==> src/hdl/assert_macros.svh <==
// Concurrent assertion helpers, clocked on clk_i and disabled during reset.
`ifndef ASSERT_MACROS_SVH
`define ASSERT_MACROS_SVH

// Check a property at every rising edge of clk_i while out of reset.
`define ASSERT_CLK(label, prop, msg) \
  label: assert property (@(posedge clk_i) disable iff (!rst_ni) (prop)) else $error(msg);

// Check that a condition implies a consequent in the same cycle.
`define ASSERT_IMPL(label, cond, cons, msg) \
  `ASSERT_CLK(label, (cond) |-> (cons), msg)

`endif

==> src/hdl/brfp_pkg.sv <==
package brfp_pkg;

  // Payload store depth
  localparam int unsigned MaxPayload = 64;

  // Configuration port
  localparam int unsigned CfgIdxW = 3;
  localparam logic [CfgIdxW-1:0] CfgStartMarker  = 3'd0;
  localparam logic [CfgIdxW-1:0] CfgEndMarker    = 3'd1;
  localparam logic [CfgIdxW-1:0] CfgRegisterLow  = 3'd2;
  localparam logic [CfgIdxW-1:0] CfgRegisterHigh = 3'd3;
  localparam logic [CfgIdxW-1:0] CfgErrorStatus  = 3'd4;

  localparam logic [7:0] StartMarkerRst  = 8'd221;
  localparam logic [7:0] EndMarkerRst    = 8'd119;
  localparam logic [7:0] RegisterLowRst  = 8'd3;
  localparam logic [7:0] RegisterHighRst = 8'd255;
  localparam logic [7:0] ErrorStatusRst  = 8'd128;

  // Register code that a write acknowledge carries
  localparam logic [7:0] WriteAckReg = 8'd1;

  // Status byte of a good response
  localparam logic [7:0] StatusOk = 8'd0;

  // Checksum seed, 0x10000 in a 17-bit accumulator
  localparam logic [16:0] CksSeed = 17'h10000;

  localparam bit CmdReceive = 1'b0;
  localparam bit CmdArmWait = 1'b1;

  // Controller to datapath
  typedef struct packed {
    logic arm_pending;
    logic clr_pending;
    logic start_frame;
    logic cap_reg;
    logic cap_len;
    logic store_byte;
    logic emit_start;
    logic emit_read;
    logic emit_load;
    logic emit_advance;
  } dp_cmd_t;

  // Datapath to controller
  typedef struct packed {
    logic is_start;
    logic is_end;
    logic reg_in_range;
    logic is_write_ack;
    logic write_pending;
    logic status_ok;
    logic len_too_big;
    logic fill_ok;
    logic fill_last;
    logic ckhi_match;
    logic cklo_match;
    logic emit_last;
    logic out_free;
  } dp_sts_t;

endpackage

==> src/hdl/brfp_ctrl.sv <==
module brfp_ctrl (
  input  logic              clk_i,
  input  logic              rst_ni,
  input  logic              in_valid_i,
  input  logic              command_i,
  input  logic              timed_out_i,
  input  brfp_pkg::dp_sts_t sts_i,
  output logic              in_ready_o,
  output brfp_pkg::dp_cmd_t cmd_o
);

  typedef enum logic [10:0] {
    S_IDLE   = 11'b000_0000_0001,
    S_REG    = 11'b000_0000_0010,
    S_STATUS = 11'b000_0000_0100,
    S_LEN    = 11'b000_0000_1000,
    S_DATA   = 11'b000_0001_0000,
    S_CKHI   = 11'b000_0010_0000,
    S_CKLO   = 11'b000_0100_0000,
    S_END    = 11'b000_1000_0000,
    S_WAIT   = 11'b001_0000_0000,
    S_RD     = 11'b010_0000_0000,
    S_LD     = 11'b100_0000_0000
  } state_e;

  state_e state_q, state_d;
  logic   emitting;
  logic   rx_beat;

  assign emitting   = (state_q == S_RD) || (state_q == S_LD);
  assign in_ready_o = !emitting;
  assign rx_beat    = in_valid_i && in_ready_o && (command_i == brfp_pkg::CmdReceive);

  always_comb begin
    state_d = state_q;
    cmd_o   = '0;
    cmd_o.arm_pending = in_valid_i && in_ready_o && (command_i == brfp_pkg::CmdArmWait);
    unique case (state_q)
      S_IDLE: begin
        if (rx_beat && sts_i.is_start) begin
          cmd_o.start_frame = 1'b1;
          state_d = S_REG;
        end
      end
      S_REG: begin
        if (rx_beat) begin
          if (sts_i.reg_in_range) begin
            cmd_o.cap_reg = 1'b1;
            state_d = S_STATUS;
          end else if (sts_i.is_write_ack && sts_i.write_pending) begin
            state_d = S_WAIT;
          end else begin
            state_d = S_IDLE;
          end
        end
      end
      S_STATUS: begin
        if (rx_beat) state_d = sts_i.status_ok ? S_LEN : S_IDLE;
      end
      S_LEN: begin
        if (rx_beat) begin
          cmd_o.cap_len = 1'b1;
          state_d = sts_i.len_too_big ? S_IDLE : S_DATA;
        end
      end
      S_DATA: begin
        if (rx_beat) begin
          if (sts_i.fill_ok) begin
            cmd_o.store_byte = 1'b1;
            if (sts_i.fill_last) state_d = S_CKHI;
          end else begin
            state_d = S_IDLE;
          end
        end
      end
      S_CKHI: begin
        if (rx_beat) state_d = sts_i.ckhi_match ? S_CKLO : S_IDLE;
      end
      S_CKLO: begin
        if (rx_beat) state_d = sts_i.cklo_match ? S_END : S_IDLE;
      end
      S_END: begin
        if (rx_beat && sts_i.is_end) begin
          cmd_o.emit_start = 1'b1;
          state_d = S_RD;
        end
      end
      S_WAIT: begin
        if (rx_beat && (sts_i.is_end || timed_out_i)) begin
          cmd_o.clr_pending = 1'b1;
          state_d = S_IDLE;
        end
      end
      S_RD: begin
        cmd_o.emit_read = 1'b1;
        state_d = S_LD;
      end
      S_LD: begin
        if (sts_i.out_free) begin
          cmd_o.emit_load = 1'b1;
          if (sts_i.emit_last) begin
            state_d = S_IDLE;
          end else begin
            cmd_o.emit_advance = 1'b1;
            state_d = S_RD;
          end
        end
      end
      default: state_d = S_IDLE;
    endcase
  end

  always_ff @(posedge clk_i or negedge rst_ni) begin
    if (!rst_ni) begin
      state_q <= S_IDLE;
    end else begin
      state_q <= state_d;
    end
  end

endmodule

==> src/hdl/brfp_dpath.sv <==
module brfp_dpath #(
  parameter int unsigned MAX_PAYLOAD = brfp_pkg::MaxPayload
) (
  input  logic                          clk_i,
  input  logic                          rst_ni,
  input  logic                          cfg_we_i,
  input  logic [brfp_pkg::CfgIdxW-1:0]  cfg_index_i,
  input  logic [7:0]                    cfg_wdata_i,
  input  logic [7:0]                    rx_byte_i,
  input  brfp_pkg::dp_cmd_t             cmd_i,
  output brfp_pkg::dp_sts_t             sts_o,
  input  logic                          out_ready_i,
  output logic                          out_valid_o,
  output logic [7:0]                    reg_code_o,
  output logic [7:0]                    payload_byte_o,
  output logic [5:0]                    byte_index_o,
  output logic                          last_o
);

  localparam int unsigned CntW = $clog2(MAX_PAYLOAD + 1);
  localparam int unsigned IdxW = (MAX_PAYLOAD > 1) ? $clog2(MAX_PAYLOAD) : 1;

  logic [7:0]      start_marker_q, end_marker_q, register_low_q, register_high_q;
  logic            write_pending_q;
  logic [7:0]      frame_reg_q;
  logic [CntW-1:0] len_q;
  logic [CntW-1:0] fill_q;
  logic [16:0]     cks_q;
  logic [IdxW-1:0] emit_k_q;
  logic [7:0]      rd_data_q;
  logic [7:0]      payload_mem [MAX_PAYLOAD];

  logic            out_valid_q;
  logic [7:0]      reg_code_q, payload_q;
  logic [5:0]      index_q;
  logic            last_q;

  always_ff @(posedge clk_i or negedge rst_ni) begin
    if (!rst_ni) begin
      start_marker_q  <= brfp_pkg::StartMarkerRst;
      end_marker_q    <= brfp_pkg::EndMarkerRst;
      register_low_q  <= brfp_pkg::RegisterLowRst;
      register_high_q <= brfp_pkg::RegisterHighRst;
    end else if (cfg_we_i) begin
      unique case (cfg_index_i)
        brfp_pkg::CfgStartMarker:  start_marker_q  <= cfg_wdata_i;
        brfp_pkg::CfgEndMarker:    end_marker_q    <= cfg_wdata_i;
        brfp_pkg::CfgRegisterLow:  register_low_q  <= cfg_wdata_i;
        brfp_pkg::CfgRegisterHigh: register_high_q <= cfg_wdata_i;
        // error status: every nonzero status drops the frame, nothing to hold
        brfp_pkg::CfgErrorStatus:  ;
        default: ;
      endcase
    end
  end

  always_ff @(posedge clk_i or negedge rst_ni) begin
    if (!rst_ni) begin
      write_pending_q <= 1'b0;
    end else if (cmd_i.arm_pending) begin
      write_pending_q <= 1'b1;
    end else if (cmd_i.clr_pending) begin
      write_pending_q <= 1'b0;
    end
  end

  // Frame registers and running checksum
  always_ff @(posedge clk_i) begin
    if (cmd_i.start_frame) cks_q <= brfp_pkg::CksSeed;
    if (cmd_i.cap_reg) frame_reg_q <= rx_byte_i;
    if (cmd_i.cap_len) begin
      len_q  <= CntW'(rx_byte_i);
      fill_q <= '0;
      cks_q  <= cks_q - {9'd0, rx_byte_i};
    end
    if (cmd_i.store_byte) begin
      fill_q <= fill_q + CntW'(1);
      cks_q  <= cks_q - {9'd0, rx_byte_i};
    end
  end

  // Payload store
  always_ff @(posedge clk_i) begin
    if (cmd_i.store_byte) payload_mem[fill_q[IdxW-1:0]] <= rx_byte_i;
    if (cmd_i.emit_read) rd_data_q <= payload_mem[emit_k_q];
  end

  always_ff @(posedge clk_i) begin
    if (cmd_i.emit_start) begin
      emit_k_q <= '0;
    end else if (cmd_i.emit_advance) begin
      emit_k_q <= emit_k_q + IdxW'(1);
    end
  end

  // Output register
  always_ff @(posedge clk_i or negedge rst_ni) begin
    if (!rst_ni) begin
      out_valid_q <= 1'b0;
    end else if (cmd_i.emit_load) begin
      out_valid_q <= 1'b1;
    end else if (out_ready_i) begin
      out_valid_q <= 1'b0;
    end
  end

  always_ff @(posedge clk_i) begin
    if (cmd_i.emit_load) begin
      reg_code_q <= frame_reg_q;
      payload_q  <= rd_data_q;
      index_q    <= 6'(emit_k_q);
      last_q     <= sts_o.emit_last;
    end
  end

  always_comb begin
    sts_o.is_start      = (rx_byte_i == start_marker_q);
    sts_o.is_end        = (rx_byte_i == end_marker_q);
    sts_o.reg_in_range  = (rx_byte_i >= register_low_q) && (rx_byte_i <= register_high_q);
    sts_o.is_write_ack  = (rx_byte_i == brfp_pkg::WriteAckReg);
    sts_o.write_pending = write_pending_q;
    sts_o.status_ok     = (rx_byte_i == brfp_pkg::StatusOk);
    sts_o.len_too_big   = (rx_byte_i > 8'(MAX_PAYLOAD));
    sts_o.fill_ok       = (fill_q < len_q);
    sts_o.fill_last     = ((fill_q + CntW'(1)) == len_q);
    sts_o.ckhi_match    = (rx_byte_i == cks_q[15:8]);
    sts_o.cklo_match    = (rx_byte_i == cks_q[7:0]);
    sts_o.emit_last     = ((CntW'(emit_k_q) + CntW'(1)) == len_q);
    sts_o.out_free      = !out_valid_q || out_ready_i;
  end

  assign out_valid_o    = out_valid_q;
  assign reg_code_o     = reg_code_q;
  assign payload_byte_o = payload_q;
  assign byte_index_o   = index_q;
  assign last_o         = last_q;

endmodule

==> src/hdl/bms_response_frame_parser.sv <==
// Battery-monitor response frame parser. Each input beat carries either one
// received UART byte (command 0) or an arm request for the write-acknowledge
// wait (command 1). A frame is start byte, register code within
// [register_low, register_high], status byte (must be zero, any other value
// drops the frame), length byte (at most MAX_PAYLOAD), the payload, checksum
// high and low bytes (0x10000 minus length and payload) and the end
// byte. Bad frames are dropped without notice. After a good end byte the
// block emits one output beat per payload byte, carrying the register code
// and the byte index, with last set on the final byte. Byte beats are
// accepted back to back; after the end byte the input stalls while the
// frame drains, each payload byte taking a registered read of the payload
// memory and then a load of the output register, and the drain pauses when
// out_ready_i is held low. The last result may wait in the output register
// while the next byte is already accepted. The payload memory needs no
// clearing after reset: only entries written in the current frame are read.
module bms_response_frame_parser #(
  parameter int unsigned MAX_PAYLOAD = brfp_pkg::MaxPayload
) (
  input  logic                         clk_i,
  input  logic                         rst_ni,
  // configuration
  input  logic                         cfg_we_i,
  input  logic [brfp_pkg::CfgIdxW-1:0] cfg_index_i,
  input  logic [7:0]                   cfg_wdata_i,
  // input beats
  input  logic                         in_valid_i,
  output logic                         in_ready_o,
  input  logic                         command_i,
  input  logic [7:0]                   rx_byte_i,
  input  logic                         timed_out_i,
  // output beats
  output logic                         out_valid_o,
  input  logic                         out_ready_i,
  output logic [7:0]                   reg_code_o,
  output logic [7:0]                   payload_byte_o,
  output logic [5:0]                   byte_index_o,
  output logic                         last_o
);

  `include "assert_macros.svh"

  brfp_pkg::dp_cmd_t cmd;
  brfp_pkg::dp_sts_t sts;
  logic              in_beat;

  assign in_beat = in_valid_i && in_ready_o;

  // Frame phase sequencing and drain control
  brfp_ctrl u_ctrl (
    .clk_i       (clk_i),
    .rst_ni      (rst_ni),
    .in_valid_i  (in_valid_i),
    .command_i   (command_i),
    .timed_out_i (timed_out_i),
    .sts_i       (sts),
    .in_ready_o  (in_ready_o),
    .cmd_o       (cmd)
  );

  // Config, checksum, payload memory and output register
  brfp_dpath #(
    .MAX_PAYLOAD (MAX_PAYLOAD)
  ) u_dpath (
    .clk_i          (clk_i),
    .rst_ni         (rst_ni),
    .cfg_we_i       (cfg_we_i),
    .cfg_index_i    (cfg_index_i),
    .cfg_wdata_i    (cfg_wdata_i),
    .rx_byte_i      (rx_byte_i),
    .cmd_i          (cmd),
    .sts_o          (sts),
    .out_ready_i    (out_ready_i),
    .out_valid_o    (out_valid_o),
    .reg_code_o     (reg_code_o),
    .payload_byte_o (payload_byte_o),
    .byte_index_o   (byte_index_o),
    .last_o         (last_o)
  );

  // Drain starts only on an accepted beat (the end byte).
  `ASSERT_CLK(a_drain_after_beat, $fell(in_ready_o) |-> $past(in_beat), "drain without beat")
  // A result is only loaded while draining.
  `ASSERT_CLK(a_load_in_drain, $rose(out_valid_o) |-> $past(!in_ready_o), "load outside drain")
  // Input reopens exactly when the final byte of the frame was loaded.
  `ASSERT_IMPL(a_reopen_on_last, $rose(in_ready_o), out_valid_o && last_o, "reopen before last")

endmodule

==> config.mk <==
export PLATFORM = sky130hd
export DESIGN_NAME = bms_response_frame_parser
export DESIGN_NICKNAME = d
export VERILOG_FILES = /design/src/hdl/brfp_pkg.sv /design/src/hdl/brfp_ctrl.sv /design/src/hdl/brfp_dpath.sv /design/src/hdl/bms_response_frame_parser.sv
export VERILOG_INCLUDE_DIRS = /design/src /design/src/hdl
export SDC_FILE = /design/constraint.sdc
export NUM_CORES = 1
export LEC_CHECK = 0
export BUFFER_PORTS_ARGS = -buffer_cell sky130_fd_sc_hd__buf_2
export CAP_MARGIN = 20
export CORE_MARGIN = 2
export CORE_UTILIZATION = 34
export CTS_BUF_LIST = sky130_fd_sc_hd__clkbuf_4 sky130_fd_sc_hd__clkbuf_8
export DETAILED_ROUTE_END_ITERATION = 10
export SETUP_SLACK_MARGIN = 0.1
export SLEW_MARGIN = 20
export SYNTH_ARGS = -nofsm -noshare
export SYNTH_HDL_FRONTEND = slang
export SYNTH_SLANG_ARGS = --single-unit
==> constraint.sdc <==
create_clock -name clk_i -period 5.2 [get_ports clk_i]
set_input_delay 0.52 -clock clk_i [delete_from_list [all_inputs] [get_ports clk_i]]
set_output_delay 0.52 -clock clk_i [all_outputs]
set_load 0.02 [all_outputs]
==> flow_metrics.py, run 1 <==
metrics = {
    "status": {
        "status": "finished, final reports clean",
    },
    "global_route": {
        "gr-usage-met3_pct": 3.03,
        "grt-ovfl-total": 0,
        "met1_usage_pct": 21.9,
        "grt_pass1_wl_um": 93200,
        "antenna_found_initial": 1,
        "grt-busiest-layer": "met2",
        "gr-usage-met2_pct": 26.7,
        "grt_max_degree": 89,
        "grt_usage_pct": 16.2,
        "grt_pass1_vias": 13700,
    },
    "die": {
        "design.core.area_um2": 75900,
        "die_y_um": 281,
        "die_w_um": 281,
        "num_rows": 101,
        "die-area_um2": 78900,
        "pin_count": 51,
        "start_util_pct": 34.3,
    },
    "logic_synthesis": {
        "synth_top_family_by_area": "multiplexers",
        "seq_area_frac_synth_pct": 71.8,
        "syn_inst": 1363,
        "synth_top_area_share_pct": 66.9,
        "yosys-top-cells-count": "edfxtp_1, mux4_2, nor2_1, inv_1, ha_1",
        "ys_ff_latch": 632,
        "yosys.cell_count.top_type": "edfxtp_1",
        "ys_types": 70,
        "syn_nets": 1423,
        "synthArstFlopShare_pct": 7.12,
        "synth_area_leaders": "edfxtp_1, mux4_2, dfstp_2, dfrtp_1, nor2_1",
        "synth_area_um2": 26100,
        "synth_edf_count": 581,
        "synth_flop_cell": "edfxtp_1",
        "synth_xor_area_share_pct": 1.95,
        "synth_warnings": 0,
        "yosys-mux-area-fraction_pct": 15.7,
        "synthAdderAreaFrac_pct": 1.70,
        "synth-compound-area-share_pct": 2.20,
        "yosys.area_share.simple_pct": 5.12,
        "synth_area_leader_cell": "edfxtp_1",
        "avgSynthCellArea_um2": 19.1,
    },
    "critical_path": {
        "startpoint_type": "flop",
        "critPathMaxFanout": 14,
        "worst_setup_path_end_kind": "flop",
        "r2r_slack_ns": 0.97,
        "crit_type": "flop to flop",
        "rr_worst_depth": 7,
        "r2r-start": "u_dpath.fill_q[5]",
        "reg2reg_to": "u_dpath.payload_mem[38][5]",
        "cp.arrival_ns": 4.54,
        "critPathRequiredTime_ns": 5.51,
    },
    "cells_and_area": {
        "nNetsFinal": 1555,
        "synthToLayoutAreaGrowth_pct": 13.8,
        "n_fill_cell": 6812,
        "drive_gt1_share_pct": 29.8,
    },
    "timing": {
        "slew_violations": 0,
        "worst_pin_slew_ns": 1.04,
        "clock.fmax_mhz": 237,
        "tns_ns": 0,
        "skew_ns": 0.0280,
        "timing.hold.ws_ns": 0.0833,
        "setup_viol": 0,
        "relSlewSlack_pct": 30.4,
        "timing.final.crit_share_pct": 81.3,
        "timing_hold_violations_final": 0,
        "timing.final.crit_period_ns": 4.23,
        "rsz0062_at_grt": "no",
    },
    "detailed_routing": {
        "wl_per_cell_um": 24.3,
        "dr.pass1.iters": 5,
        "drc": 0,
        "via_per_inst": 5.16,
        "drtIter0Drc": 1223,
        "num_vias": 13400,
        "wl_um": 63300,
        "antenna_left": 0,
    },
    "worst_hold_path": {
        "min_delay_worst_endpoint": "u_dpath.register_low_q[1]",
        "whs_path_depth": 3,
        "min_from": "cfg_wdata_i[1]",
        "hp-class": "input port to flop",
    },
    "clock_tree": {
        "numCtsBuffers": 102,
        "cts_root_buf": "clkbuf_8",
        "clk_latency_ns": 0.70,
        "ctsResizeCount": 0,
        "cts_sinks": 632,
        "htreeDepth": 3,
        "cts_tree": "yes",
        "clkTransAtPathRegs_ns": 0.06,
        "cts_setup_buffers": 0,
        "cts_buffer_depth": 3,
    },
    "placed_design": {
        "hpwlAfterDp_um": 39400,
        "io_buffers": 50,
        "place_congestion": 0.819,
    },
    "power": {
        "p_leak_uw": 0.00928,
        "peakVddDrop_mv": 0.168,
        "power_per_cell_area_nw_per_um2": 348,
    },
    "job": {
        "maxCapViolations": 0,
    },
}
[worst max path at each step]
stage	startpoint	end	slack [ns]	cells after the start
after floorplan	u_ctrl.state_q[2]	u_dpath.cks_q[0]	2.13	8
after global placement	u_dpath.fill_q[5]	u_dpath.payload_mem[38][1]	1.07	7
after detailed placement	u_dpath.fill_q[5]	u_dpath.payload_mem[38][5]	1.00	7
after CTS	u_dpath.fill_q[5]	u_dpath.payload_mem[38][6]	0.96	7
after global routing	u_dpath.fill_q[5]	u_dpath.payload_mem[38][6]	0.71	7
final	u_dpath.fill_q[5]	u_dpath.payload_mem[38][5]	0.97	7
[report_power, final]
group | total, uW | internal, uW | switching [uW]
combinational | 457 | 167 | 290
clock | 4180 | 2250 | 1940
sequential | 5680 | 5640 | 43.3
[through the flow]
step | std cells | setup WS, ns | util (%) | power, uW | cell area, um2
detailed placement | 2420 | 1.00 | 36.4 | 6240 | 27700
global route | 2603 | 0.707 | 39.1 | 10700 | 29700
floorplan | 1363 | 2.13 | - | 6040 | 26100
global placement | 2420 | 1.07 | 36.4 | 6230 | 27700
CTS | 2602 | 0.959 | 39.1 | 10400 | 29700
finish | 2603 | 0.974 | 39.1 | 10300 | 29700
[cell type report]
type | count | area, um2 | share of cell area [%]
clock inverters | 56 | 400 | 1.35
diodes | 1 | 2.50 | 0.00843
inverters | 41 | 154 | 0.519
flip-flops and latches | 632 | 18700 | 63.1
well taps | 1030 | 1290 | 4.34
multi-input cells | 634 | 6970 | 23.5
repair buffers | 84 | 548 | 1.85
clock buffers | 125 | 1580 | 5.31
[routing by layer]
| layer | wire length (um) | vias to the layer above |
|---|---|---|
| met3 | 3610 | 75 |
| met4 | 1100 | 0 |
| met5 | 0 | - |
| met1 | 27300 | 7073 |
| met2 | 31200 | 479 |
| li1 | - | 5797 |
[flip-flops by register name, summed over array words and instances (netlist names), 8 cells and up]
register and cells:
u_ctrl.state_q 11, u_dpath.cks_q 16, u_dpath.end_marker_q 8, u_dpath.frame_reg_q 8, u_dpath.payload_byte_o 8, u_dpath.payload_mem 512, u_dpath.rd_data_q 8, u_dpath.reg_code_o 8
u_dpath.register_high_q 8, u_dpath.register_low_q 8, u_dpath.start_marker_q 8
[timing repair]
item                                    CTS  global route
hold buffers                              1             0
hold endpoints to repair                 18             0
endpoints found under the setup margin    0             0
[placed cells by master (no fill, tap or decap), types with 4 or more instances in the layout]
cell type,n
nand2b_1,6
buf_2,49
dfstp_2,23
nor3b_1,5
inv_1,39
nor2_1,115
buf_4,31
nand2_1,32
nor3_1,14
or3_1,7
nand3b_1,4
clkinv_1,31
edfxtp_1,581
a21o_1,4
o21ai_1,8
o31ai_1,7
or4_1,6
mux2_2,27
a21oi_1,15
clkbuf_8,102
dfrtp_1,22
clkinvlp_4,4
bufinv_16,5
nand3_1,22
xnor2_1,29
xor2_1,29
nor4_1,4
nand4_1,14
mux4_2,168
nor2b_1,10
ha_1,33
clkbuf_4,23
clkinv_2,13
o21a_1,6
o21ai_0,14
[cell families (layout without fill, tap and decap cells)]
group                      Yosys count  after routing
AOI/OAI and AO/OA                   81             81
and+or+nand+nor                    264            264
DFF                                632            632
xor gates and xnor gates            58             58
other                                0              1
buffers and inverters               97            306
muxes                              196            196
adders and majority gates           35             35
[worst max-delay path, stage by stage (launching register included)]
cell and delay (ns):
edfxtp_1 0.59, ha_1 0.39, a2111oi_0 0.57, a32o_1 0.27
nand3_1 0.27, nor2_2 0.28, nand3_1 0.66, nor2_1 0.81
No activity file was read; power rests on OpenSTA's default activity.
==> run 2: changes to the inputs <==
Clock period 5.2 ns to 4.3 ns, I/O delays scaled along.
==> run 2 against run 1 <==
Final cell count up 2.0%. Hold slack worse by 0.034 ns. Sequential power up 21%. Design area up 1.1%. Utilization grew 0.44 points. Critical path depth is 1 higher. Non-clock buffer count is 52 higher. Wire length is 3.1% lower. Sequential cell count is the same. Critical endpoint is now u_dpath.payload_mem[10][7]. Largest cell class unchanged.
==> flow_metrics.py, run 2 (synthesized netlist as in run 1, its figures left out) <==
metrics = {
    "clock_tree": {
        "cts_root_buf": "clkbuf_8",
        "cts_setup_buffers": 0,
        "clk_latency_ns": 0.72,
        "htreeDepth": 3,
        "cts_sinks": 632,
        "numCtsBuffers": 97,
        "cts_tree": "yes",
        "clkTransAtPathRegs_ns": 0.07,
        "cts_buffer_depth": 3,
    },
    "timing": {
        "setup_viol": 0,
        "fin_ws_ns": 0.330,
        "timing.final.crit_period_ns": 3.97,
        "rsz0062_at_grt": "yes",
        "relSlewSlack_pct": 36.9,
        "skew_ns": 0.0606,
        "timing_hold_violations_final": 0,
        "tns_ns": 0,
        "clock.fmax_mhz": 252,
        "slew_violations": 0,
        "worst_pin_slew_ns": 0.945,
        "timing.final.crit_share_pct": 92.3,
        "timing.hold.ws_ns": 0.0498,
    },
    "detailed_routing": {
        "wl_per_cell_um": 23.1,
        "dr.pass1.iters": 5,
        "via_per_inst": 5.04,
        "drtIter0Drc": 1061,
        "num_vias": 13400,
        "wl_um": 61300,
        "antenna_left": 0,
        "drc": 0,
    },
    "critical_path": {
        "critPathRequiredTime_ns": 4.64,
        "critPathMaxFanout": 8,
        "crit_type": "flop to flop",
        "r2r_slack_ns": 0.33,
        "worst_setup_path_end_kind": "flop",
        "reg2reg_to": "u_dpath.payload_mem[10][7]",
        "startpoint_type": "flop",
        "cp.arrival_ns": 4.31,
        "r2r-start": "u_dpath.len_q[5]",
        "rr_worst_depth": 8,
    },
    "worst_hold_path": {
        "min_from": "cfg_wdata_i[6]",
        "hp-class": "input port to flop",
        "min_delay_worst_endpoint": "u_dpath.register_low_q[6]",
        "whs_path_depth": 3,
    },
    "cells_and_area": {
        "drive_gt1_share_pct": 31.2,
        "synthToLayoutAreaGrowth_pct": 15.1,
        "nNetsFinal": 1602,
        "final_cells": 2654,
        "final_area_um2": 30000,
        "layout_commonest_cell": "edfxtp_1",
        "largest_reg_flops": 512,
        "final_cell_mix": "edfxtp_1, mux4_2, nor2_1",
    },
    "placed_design": {
        "hpwlAfterDp_um": 38800,
        "place_inst": 2463,
        "io_buffers": 50,
        "place_congestion": 0.822,
        "preCtsSetupSlack_ns": 0.442,
        "placed_area_um2": 28000,
    },
    "die": {
        "pin_count": 51,
        "num_rows": 101,
        "design.core.area_um2": 75900,
        "die_w_um": 281,
        "die_y_um": 281,
        "die-area_um2": 78900,
        "start_util_pct": 34.3,
    },
    "global_route": {
        "grt-ovfl-total": 0,
        "grt_pass1_vias": 13800,
        "grt_pass1_wl_um": 91200,
        "grt_usage_pct": 15.8,
        "antenna_found_initial": 2,
        "grt_max_degree": 89,
    },
    "power": {
        "p_leak_uw": 0.00951,
        "power_per_cell_area_nw_per_um2": 410,
        "peakVddDrop_mv": 0.234,
    },
    "job": {
        "maxCapViolations": 0,
    },
    "status": {
        "status": "finished, final reports clean",
    },
}
-- run 2: changes by cell type in the layout (fill, tap and decap cells not counted), sizes merged --
cell and change:
inv +1, dlygate4sd3 +9, buf +43, clkinv +8, clkinvlp -2, clkbuf -7
bufinv -1
-- run 2: power by group --
part / leakage, uW / internal, uW / switching (uW) / total, uW
Combinational: 0.00273 / 208 / 342 / 550
Clock: 0.000990 / 2560 / 2330 / 4890
Sequential: 0.00579 / 6820 / 54.5 / 6870
Total: 0.00951 / 9580 / 2720 / 12300
-- run 2: worst max-delay path, cell delays in order, from the launching register on --
cell	delay, ns
edfxtp_1	0.51
inv_1	0.08
ha_1	0.29
a2111oi_0	0.55
a32o_1	0.27
nand3_1	0.24
nor2_2	0.26
nand3b_1	0.61
nor2_1	0.76
-- run 2: stage by stage --
| stage | utilization (%) | power [uW] |
|---|---|---|
| global placement | 36.9 | 7520 |
| floorplan | - | 7310 |
| global route | 39.5 | 12800 |
| CTS | 39.5 | 12400 |
| finish | 39.5 | 12300 |
| detailed placement | 36.9 | 7540 |
-- run 2: layout make-up --
| cell class | count | area, um2 |
|---|---|---|
| clock buffer | 118 | 1500 |
| timing repair buffer | 136 | 961 |
| inverter | 41 | 154 |
| multi-input combinational | 634 | 6980 |
| antenna | 1 | 2.50 |
| clock inverter | 62 | 399 |
| fill | 6761 | 45900 |
| tap | 1030 | 1290 |
| sequential | 632 | 18700 |
-- run 2: worst max-delay path by stage --
stage                 startpoint                          to  slack (ns)  depth (start not counted)
2_1_floorplan  u_ctrl.state_q[2]            u_dpath.cks_q[0]        1.23                          8
3_3_place_gp    u_dpath.len_q[5]  u_dpath.payload_mem[58][5]        0.46                          8
3_5_place_dp    u_dpath.len_q[5]  u_dpath.payload_mem[10][6]        0.44                          8
4_1_cts         u_dpath.len_q[5]  u_dpath.payload_mem[50][0]        0.42                          8
5_1_grt         u_dpath.len_q[5]  u_dpath.payload_mem[42][4]        0.08                          8
6_report        u_dpath.len_q[5]  u_dpath.payload_mem[10][7]        0.33                          8
-- run 2: timing repair --
item / 4_1_cts / 5_1_grt
endpoints found under the hold margin: 45 / 0
gates resized for setup: 0 / 2
endpoints found under the setup margin: 0 / 16
hold buffers: 10 / 0
-- run 2: routing by layer --
metal  wire (um)  GRT usage (%)  up-vias
li1            -              -     5889
met1       26600           21.3     7025
met2       30500           26.1      372
met3        3090           2.60       81
met4        1150           4.84        2
met5          13              0        -
